<file path="src/hdl/ps2_scancode_decoder_core_defines.svh">
// ============================================================================
// PS/2 decoder assertion macros
// Shared concurrent assertion forms, clocked on clock, disabled in reset.
// ============================================================================
`ifndef PS2_SCANCODE_DECODER_CORE_DEFINES_SVH
`define PS2_SCANCODE_DECODER_CORE_DEFINES_SVH

// Implication in the same cycle.
`define PS2SD_ASSERT_NOW(label, ante, cons, msg) \
   label: assert property (@(posedge clock) disable iff (reset) (ante) |-> (cons)) \
      else $error(msg);

// Implication in the next cycle.
`define PS2SD_ASSERT_NEXT(label, ante, cons, msg) \
   label: assert property (@(posedge clock) disable iff (reset) (ante) |=> (cons)) \
      else $error(msg);

`endif

</file>
<file path="src/hdl/ps2sd_pkg.sv">
// ============================================================================
// ps2sd_pkg
// Types, constants and lookup functions of the set-1 scancode decoder.
// ============================================================================
package ps2sd_pkg;

   localparam int ByteW  = 8;
   localparam int KeyW   = 7;
   localparam int ModW   = 7;
   localparam int StateW = ModW + 1;

   localparam logic [ByteW-1:0] PrefixByte = 8'hE0;

   // modifier bit positions
   localparam int ModShift  = 0;
   localparam int ModAlt    = 1;
   localparam int ModCtrl   = 2;
   localparam int ModWin    = 3;
   localparam int ModCaps   = 4;
   localparam int ModScroll = 5;
   localparam int ModNum    = 6;

   // key codes with modifier meaning
   localparam logic [KeyW-1:0] KeyLCtrl  = 7'h1d;
   localparam logic [KeyW-1:0] KeyLShift = 7'h2a;
   localparam logic [KeyW-1:0] KeyRShift = 7'h36;
   localparam logic [KeyW-1:0] KeyLAlt   = 7'h38;
   localparam logic [KeyW-1:0] KeyCaps   = 7'h3a;
   localparam logic [KeyW-1:0] KeyNum    = 7'h45;
   localparam logic [KeyW-1:0] KeyScroll = 7'h46;
   localparam logic [KeyW-1:0] KeyLastDirect = 7'h53;
   localparam logic [KeyW-1:0] KeyF11    = 7'h57;
   localparam logic [KeyW-1:0] KeyF12    = 7'h58;

   typedef struct packed {
      logic             esc;
      logic [ModW-1:0]  mods;
   } state_type;

   typedef struct packed {
      logic [ByteW-1:0] key_code;
      logic             is_release;
      logic [ModW-1:0]  mods;
   } result_type;

   function automatic logic [ModW-1:0] held_bits(input logic [KeyW-1:0] k);
      logic [ModW-1:0] r;
      r = '0;
      case (k)
         KeyLCtrl:             r[ModCtrl]  = 1'b1;
         KeyLShift, KeyRShift: r[ModShift] = 1'b1;
         KeyLAlt:              r[ModAlt]   = 1'b1;
         default:              r = '0;
      endcase
      return r;
   endfunction

   function automatic logic [ModW-1:0] lock_bits(input logic [KeyW-1:0] k);
      logic [ModW-1:0] r;
      r = '0;
      case (k)
         KeyCaps:   r[ModCaps]   = 1'b1;
         KeyNum:    r[ModNum]    = 1'b1;
         KeyScroll: r[ModScroll] = 1'b1;
         default:   r = '0;
      endcase
      return r;
   endfunction

   function automatic logic [ByteW-1:0] plain_key(input logic [KeyW-1:0] k);
      logic [ByteW-1:0] r;
      if (k <= KeyLastDirect) begin
         r = {1'b0, k};
      end else if (k == KeyF11) begin
         r = 8'd84;
      end else if (k == KeyF12) begin
         r = 8'd85;
      end else begin
         r = '0;
      end
      return r;
   endfunction

   function automatic logic [ByteW-1:0] escaped_key(input logic [KeyW-1:0] k);
      logic [ByteW-1:0] r;
      case (k)
         7'h1c:   r = 8'd86;   // keypad enter
         7'h1d:   r = 8'd87;   // right ctrl
         7'h35:   r = 8'd88;   // keypad divide
         7'h38:   r = 8'd89;   // right alt
         7'h47:   r = 8'd90;   // home
         7'h48:   r = 8'd91;   // up
         7'h49:   r = 8'd92;   // page up
         7'h4b:   r = 8'd93;   // left
         7'h4d:   r = 8'd94;   // right
         7'h4f:   r = 8'd95;   // end
         7'h50:   r = 8'd96;   // down
         7'h51:   r = 8'd97;   // page down
         7'h52:   r = 8'd98;   // insert
         7'h53:   r = 8'd99;   // delete
         7'h5b:   r = 8'd100;  // left windows
         7'h5c:   r = 8'd101;  // right windows
         7'h5d:   r = 8'd102;  // menu
         default: r = '0;
      endcase
      return r;
   endfunction

endpackage

</file>
<file path="src/hdl/ps2sd_state_ram.sv">
// ============================================================================
// ps2sd_state_ram
// Single-entry decoder state memory with registered read; reads zero until
// the first write after reset.
// ============================================================================
module ps2sd_state_ram (
   input  logic                  clock,
   input  logic                  reset,
   input  logic                  wr_en,
   input  ps2sd_pkg::state_type  wr_data,
   output ps2sd_pkg::state_type  rd_data
);
   import ps2sd_pkg::*;

   localparam int Depth = 1;

   state_type mem_ff [Depth];
   logic      written_ff;
   state_type rd_data_ff;

   always_ff @(posedge clock) begin
      if (wr_en) begin
         mem_ff[0] <= wr_data;
      end
   end

   always_ff @(posedge clock) begin
      if (reset) begin
         written_ff <= 1'b0;
      end else if (wr_en) begin
         written_ff <= 1'b1;
      end
   end

   // read every cycle, old data on a same-cycle write
   always_ff @(posedge clock) begin
      rd_data_ff <= written_ff ? mem_ff[0] : '0;
   end

   assign rd_data = rd_data_ff;

endmodule

</file>
<file path="src/hdl/ps2sd_update.sv">
// ============================================================================
// ps2sd_update
// Next-state and result computation for one scancode byte.
// ============================================================================
module ps2sd_update (
   input  logic [7:0]              scan_byte,
   input  ps2sd_pkg::state_type    cur_state,
   output ps2sd_pkg::state_type    nxt_state,
   output logic                    has_result,
   output ps2sd_pkg::result_type   result
);
   import ps2sd_pkg::*;

   logic [KeyW-1:0] key;
   logic            rel;
   logic            is_prefix;
   logic            is_fake_shift;
   logic [ModW-1:0] held;
   logic [ModW-1:0] mods_upd;

   assign key           = scan_byte[KeyW-1:0];
   assign rel           = scan_byte[ByteW-1];
   assign is_prefix     = (scan_byte == PrefixByte);
   assign held          = held_bits(key);
   assign is_fake_shift = cur_state.esc && (key == KeyLShift || key == KeyRShift);

   always_comb begin
      if (rel) begin
         mods_upd = cur_state.mods & ~held;
      end else begin
         mods_upd = (cur_state.mods | held) ^ lock_bits(key);
      end
   end

   always_comb begin
      has_result = 1'b0;
      nxt_state  = cur_state;
      if (is_prefix) begin
         nxt_state.esc = 1'b1;
      end else if (is_fake_shift) begin
         nxt_state.esc = 1'b0;
      end else begin
         has_result     = 1'b1;
         nxt_state.esc  = 1'b0;
         nxt_state.mods = mods_upd;
      end
   end

   assign result.key_code   = cur_state.esc ? escaped_key(key) : plain_key(key);
   assign result.is_release = rel;
   assign result.mods       = mods_upd;

endmodule

</file>
<file path="src/hdl/ps2sd_out_buf.sv">
// ============================================================================
// ps2sd_out_buf
// Output register with a skid entry; takes a transaction while the held
// result waits.
// ============================================================================
module ps2sd_out_buf (
   input  logic                   clock,
   input  logic                   reset,
   input  logic                   push,
   input  ps2sd_pkg::result_type  push_data,
   output logic                   can_push,
   output logic                   out_valid,
   input  logic                   out_ready,
   output ps2sd_pkg::result_type  out_data
);
   import ps2sd_pkg::*;

   logic       out_vld_ff;
   logic       skid_vld_ff;
   result_type out_ff;
   result_type skid_ff;
   logic       pop;

   assign pop      = out_vld_ff && out_ready;
   assign can_push = !skid_vld_ff;

   always_ff @(posedge clock) begin
      if (reset) begin
         out_vld_ff  <= 1'b0;
         skid_vld_ff <= 1'b0;
      end else if (pop || !out_vld_ff) begin
         if (skid_vld_ff) begin
            out_vld_ff  <= 1'b1;
            skid_vld_ff <= 1'b0;
         end else begin
            out_vld_ff  <= push;
         end
      end else if (push) begin
         skid_vld_ff <= 1'b1;
      end
   end

   // payload: drain skid first, else load fresh data
   always_ff @(posedge clock) begin
      if (pop || !out_vld_ff) begin
         if (skid_vld_ff) begin
            out_ff <= skid_ff;
         end else if (push) begin
            out_ff <= push_data;
         end
      end else if (push) begin
         skid_ff <= push_data;
      end
   end

   assign out_valid = out_vld_ff;
   assign out_data  = out_ff;

endmodule

</file>
<file path="src/hdl/ps2_scancode_decoder_core.sv">
// ============================================================================
// ps2_scancode_decoder_core
// Set-1 keyboard scancode decoder with held and lock modifier tracking.
// ============================================================================
// Usage:
//   req_* channel takes one raw set-1 scancode byte per transaction.
//   rsp_* channel gives one decoded key transaction per byte, except for
//   the 0xE0 escape prefix and escaped fake-shift codes, which only update
//   the escape state and give nothing.
//   Path: an accepted byte is registered in the decode stage, then in the
//   output register or its skid entry, before it shows up on rsp_*.
//   Throughput: one byte per cycle while the decode stage does not stall.
//   The rate is set by the read-modify-write of the single-entry state
//   memory: its read is registered, and the write of the previous byte is
//   forwarded to the next byte in the following cycle.
//   Reset: escape flag and all modifiers and locks read as zero; no
//   clearing pass is needed, the first write marks the entry valid.
//   Stall: with rsp_ready low, one more result fits in the skid entry; then
//   the decode stage holds and req_ready drops. Bytes that give no result
//   still move through while the output is stalled.
// ============================================================================
`include "ps2_scancode_decoder_core_defines.svh"

module ps2_scancode_decoder_core (
   input  logic       clock,
   input  logic       reset,
   input  logic       req_valid,
   output logic       req_ready,
   input  logic [7:0] req_scan_byte,
   output logic       rsp_valid,
   input  logic       rsp_ready,
   output logic [7:0] rsp_key_code,
   output logic       rsp_is_release,
   output logic       rsp_shift_held,
   output logic       rsp_alt_held,
   output logic       rsp_ctrl_held,
   output logic       rsp_win_held,
   output logic       rsp_caps_on,
   output logic       rsp_scroll_on,
   output logic       rsp_num_on
);
   import ps2sd_pkg::*;

   // decode stage
   logic             dec_vld_ff;
   logic [ByteW-1:0] dec_byte_ff;
   logic             dec_adv;

   // state memory and forwarding
   state_type  ram_rd;
   state_type  cur_state;
   state_type  nxt_state;
   logic       wr_en;
   logic       fwd_vld_ff;
   state_type  fwd_data_ff;

   logic       has_result;
   result_type result;
   result_type rsp_data;
   logic       buf_can_push;

   // advance when the byte gives nothing, or the buffer has room
   assign dec_adv   = dec_vld_ff && (!has_result || buf_can_push);
   assign req_ready = !dec_vld_ff || dec_adv;
   assign wr_en     = dec_adv;

   always_ff @(posedge clock) begin
      if (reset) begin
         dec_vld_ff <= 1'b0;
      end else if (req_ready) begin
         dec_vld_ff <= req_valid;
      end
   end

   always_ff @(posedge clock) begin
      if (req_valid && req_ready) begin
         dec_byte_ff <= req_scan_byte;
      end
   end

   // bypass the write of the last edge, which the registered read missed
   always_ff @(posedge clock) begin
      if (reset) begin
         fwd_vld_ff <= 1'b0;
      end else begin
         fwd_vld_ff <= wr_en;
      end
   end

   always_ff @(posedge clock) begin
      if (wr_en) begin
         fwd_data_ff <= nxt_state;
      end
   end

   assign cur_state = fwd_vld_ff ? fwd_data_ff : ram_rd;

   ps2sd_state_ram u_state_ram (
      .clock   (clock),
      .reset   (reset),
      .wr_en   (wr_en),
      .wr_data (nxt_state),
      .rd_data (ram_rd)
   );

   ps2sd_update u_update (
      .scan_byte  (dec_byte_ff),
      .cur_state  (cur_state),
      .nxt_state  (nxt_state),
      .has_result (has_result),
      .result     (result)
   );

   ps2sd_out_buf u_out_buf (
      .clock     (clock),
      .reset     (reset),
      .push      (dec_adv && has_result),
      .push_data (result),
      .can_push  (buf_can_push),
      .out_valid (rsp_valid),
      .out_ready (rsp_ready),
      .out_data  (rsp_data)
   );

   assign rsp_key_code   = rsp_data.key_code;
   assign rsp_is_release = rsp_data.is_release;
   assign rsp_shift_held = rsp_data.mods[ModShift];
   assign rsp_alt_held   = rsp_data.mods[ModAlt];
   assign rsp_ctrl_held  = rsp_data.mods[ModCtrl];
   assign rsp_win_held   = rsp_data.mods[ModWin];
   assign rsp_caps_on    = rsp_data.mods[ModCaps];
   assign rsp_scroll_on  = rsp_data.mods[ModScroll];
   assign rsp_num_on     = rsp_data.mods[ModNum];

   // the windows bit is never set by any key, through memory or bypass
   `PS2SD_ASSERT_NOW(a_win_never_set, dec_vld_ff, !cur_state.mods[ModWin], "win modifier set")
   // every delivered result leaves the escape flag cleared
   `PS2SD_ASSERT_NOW(a_result_clears_esc, wr_en && has_result, !nxt_state.esc, "esc kept after result")
   // a stalled decode stage holds its byte
   `PS2SD_ASSERT_NEXT(a_dec_hold, dec_vld_ff && !dec_adv, dec_vld_ff && $stable(dec_byte_ff), "decode byte lost on stall")
   // the bypass always carries the state written at the previous edge
   `PS2SD_ASSERT_NEXT(a_fwd_follows_write, wr_en, fwd_vld_ff && fwd_data_ff == $past(nxt_state), "bypass mismatch")

endmodule
</file>
<file path="config.mk">
export PLATFORM = sky130hd
export DESIGN_NAME = ps2_scancode_decoder_core
export DESIGN_NICKNAME = d
export VERILOG_FILES = /design/src/hdl/ps2sd_pkg.sv /design/src/hdl/ps2sd_state_ram.sv /design/src/hdl/ps2sd_update.sv /design/src/hdl/ps2sd_out_buf.sv /design/src/hdl/ps2_scancode_decoder_core.sv
export VERILOG_INCLUDE_DIRS = /design/src /design/src/hdl
export SDC_FILE = /design/constraint.sdc
export NUM_CORES = 1
export LEC_CHECK = 0
export BUFFER_PORTS_ARGS = -buffer_cell sky130_fd_sc_hd__buf_4
export CAP_MARGIN = 20
export CORE_MARGIN = 2
export CORE_UTILIZATION = 44
export DETAILED_ROUTE_END_ITERATION = 10
export SYNTH_ARGS = -nofsm -noshare
export SYNTH_HDL_FRONTEND = slang
export SYNTH_SLANG_ARGS = --single-unit
</file>
<file path="constraint.sdc">
create_clock -name clock -period 2.6 [get_ports clock]
set_input_delay 0.52 -clock clock [delete_from_list [all_inputs] [get_ports clock]]
set_output_delay 0.52 -clock clock [all_outputs]
set_load 0.05 [all_outputs]
</file>
==> results.py <==
metrics = {
    "setup_path": {
        "crit_family": "simple AND/OR/NAND/NOR gates",
        "slowest_delay_ns": 0.42,
        "arrival_ns": 1.94,
        "cp_cell_sequence": "nand4b_1 > or4_1 > a21o_1 > nand3_1 > buf_4",
        "cp-end-kind": "output pin",
        "crit_slowest_cell": "or4_1",
        "cp_num_buf_inv": 1,
        "critical_path_class": "reg -> out",
        "required_ns": 2.08,
        "critPathMaxFanout": 6,
        "worstSetupStartpointType": "flip-flop",
    },
    "synth": {
        "synth_seq_cells": 59,
        "synth_edf_count": 46,
        "yosysWarnings": 0,
        "synth-main-ff-cell": "edfxtp_1",
        "ys_seq_area_frac": 0.560,
        "synthArstFlopShare": 0,
        "netlist_instances": 242,
        "netlist_area_um2": 2930,
        "syn_area_per_cell_um2": 12.1,
        "synthesis.nets": 254,
        "synth.distinct_cells": 60,
    },
    "grt": {
        "grt_max_degree": 23,
        "grt_remaining_overflow": 0,
        "grt.total_usage": 0.164,
        "antenna_found_initial": 0,
        "grt_pass1_wl_mm": 9.00,
        "grt_pass1_vias": 1745,
    },
    "floorplan": {
        "dieArea_um2": 7330,
        "start_util": 0.459,
        "dieHeight_um": 85.6,
        "core_area_um2": 6390,
        "pin_count": 30,
        "row_count": 29,
        "die_w_um": 85.6,
    },
    "cells_and_area": {
        "syn_to_final_growth_pct": 17.1,
        "layout_commonest_cell": "edfxtp_1",
        "stdcell_count": 360,
        "diodes": 0,
        "fillers": 557,
        "drive_gt1_frac": 0.304,
        "finalInstanceArea_um2": 3430,
        "most-common-layout-cells": "46 x edfxtp_1, 44 x buf_4, 17 x nand2_1, 14 x mux2_2, 13 x dfxtp_1",
        "final_nets": 290,
        "final_util": 0.537,
    },
    "timing": {
        "finalSetupTns_ns": 0,
        "fin_worst_hold_slack_ns": 0.359,
        "finClkSkew_ns": 0.0112,
        "worst_slew_pin_slew_ns": 0.614,
        "fin_crit_sh": 0.947,
        "hold_viol": 0,
        "setup_viol": 0,
        "drv_slew": 0,
        "rsz0062_at_grt": "false",
        "fmax_mhz": 406,
        "slew_headroom": 0.580,
        "fin_crit_ns": 2.46,
    },
    "clock_network": {
        "htree_levels": 3,
        "root_buffer": "clkbuf_8",
        "cts_sinks": 59,
        "cts_buffers": 9,
        "clk_pin_slew_ns": 0.07,
        "cts_tree": "done",
        "clk_latency_ns": 0.33,
        "clk_path_buf_depth": 2,
    },
    "pwr": {
        "p_per_area_nw_per_um2": 600,
        "ir_drop_mv": 0.331,
        "leakage_nw": 1.27,
    },
    "route": {
        "wirelength_mm": 5.49,
        "drt_iter0_markers": 95,
        "vias_per_cell": 5.42,
        "vias": 1952,
        "drc": 0,
        "dr.pass1.iters": 4,
        "ant_nets": 0,
        "routedWlPerCell_um": 15.2,
    },
    "hold_path": {
        "min_path_type": "in -> reg",
    },
    "place": {
        "dp_cells": 341,
        "numPortBuffers": 28,
        "placed_area_um2": 3240,
        "hpwl_mm": 3.76,
        "globalplace.congestion": 0.851,
    },
    "job": {
        "max_cap_violations": 0,
    },
    "outcome": {
        "status": "complete, no violations",
    },
}
## registers in the layout, indices dropped and copies added, names as in the netlist
register	cells
u_out_buf.skid_ff	15
dec_byte_ff	8
u_state_ram.mem_ff	1
u_out_buf.out_data	15
u_out_buf.out_valid	1
dec_vld_ff	1
fwd_vld_ff	1
fwd_data_ff	7
u_state_ram.rd_data	8
u_out_buf.skid_vld_ff	1
u_state_ram.written_ff	1
## through the flow
stage	worst slack, ns	total power [mW]
2_1_floorplan	0.0824	1.28
3_3_place_gp	0.442	1.35
3_5_place_dp	0.382	1.36
4_1_cts	0.00821	2.08
5_1_grt	0.00702	2.16
6_report	0.139	2.06
## power breakdown
part           total, mW  leakage [nW]  switching (mW)  internal [mW]
clock              0.718        0.0767           0.378          0.340
sequential          1.08         0.546          0.0188           1.06
combinational      0.259         0.645           0.158          0.102
total               2.06          1.27           0.555           1.50
## cells by family after synthesis
kind of cell,after synthesis,share of synthesized area
and+or+nand+nor,76,0.166
DFF,59,0.560
AOI/OAI and AO/OA,53,0.130
buffers and inverters,24,0.0401
muxes,23,0.0845
xor gates and xnor gates,6,0.0179
other,1,0.00128
## metal layers
layer  part of all wire  routed length [µm]  vias up  GRT usage
met4              0.020                 110        0     0.0823
met3              0.054                 294       11     0.0404
met5                  0                   0        -          0
met2               0.44                2410       62      0.222
li1                   -                   -      982          -
met1               0.49                2670      897      0.242
## worst paths after layout
path,startpoint,endpoint,slack [ns],cells after the start
min reg2reg,fwd_data_ff[3]$_DFFE_PP_,u_state_ram.rd_data[3]$_SDFF_PN0_,0.48,1
max,dec_byte_ff[4]$_DFFE_PP_,req_ready,0.14,5
max reg2reg,dec_byte_ff[4]$_DFFE_PP_,fwd_data_ff[5]$_DFFE_PP_,0.50,4
min,req_scan_byte[4],dec_byte_ff[4]$_DFFE_PP_,0.36,1
## area by class of cell
cell class | instances | area [µm²] | area share
multi-input combinational | 159 | 1180 | 0.343
timing repair buffer | 44 | 330 | 0.0962
clock buffer | 9 | 124 | 0.0361
clock inverter | 7 | 43.8 | 0.0128
inverter | 5 | 18.8 | 0.00547
tap | 77 | 96.3 | 0.0281
sequential | 59 | 1640 | 0.478
## timing repair
action                     CTS  global route
setup endpoints to repair    0             1
setup buffers                0             3
hold buffers                 0             0
resized for setup            0             0
## synth_stat cells, drive strengths merged (4+ instances only)
| cell | n | area [µm²] |
|---|---|---|
| a21boi | 5 | 41.3 |
| a21oi | 7 | 35.0 |
| a31oi | 6 | 37.5 |
| and2 | 9 | 56.3 |
| buf | 13 | 76.3 |
| clkbuf | 6 | 22.5 |
| dfxtp | 13 | 260 |
| edfxtp | 46 | 1380 |
| inv | 5 | 18.8 |
| mux2 | 14 | 158 |
| mux2i | 9 | 90.1 |
| nand2 | 17 | 63.8 |
| nand2b | 4 | 25.0 |
| nand3 | 4 | 20.0 |
| nor2 | 5 | 18.8 |
| nor2b | 6 | 37.5 |
| nor3 | 4 | 25.0 |
| o21ai | 11 | 58.8 |
| o22ai | 4 | 25.0 |
| xor2 | 4 | 35.0 |
(Power assumes the default switching activity.)
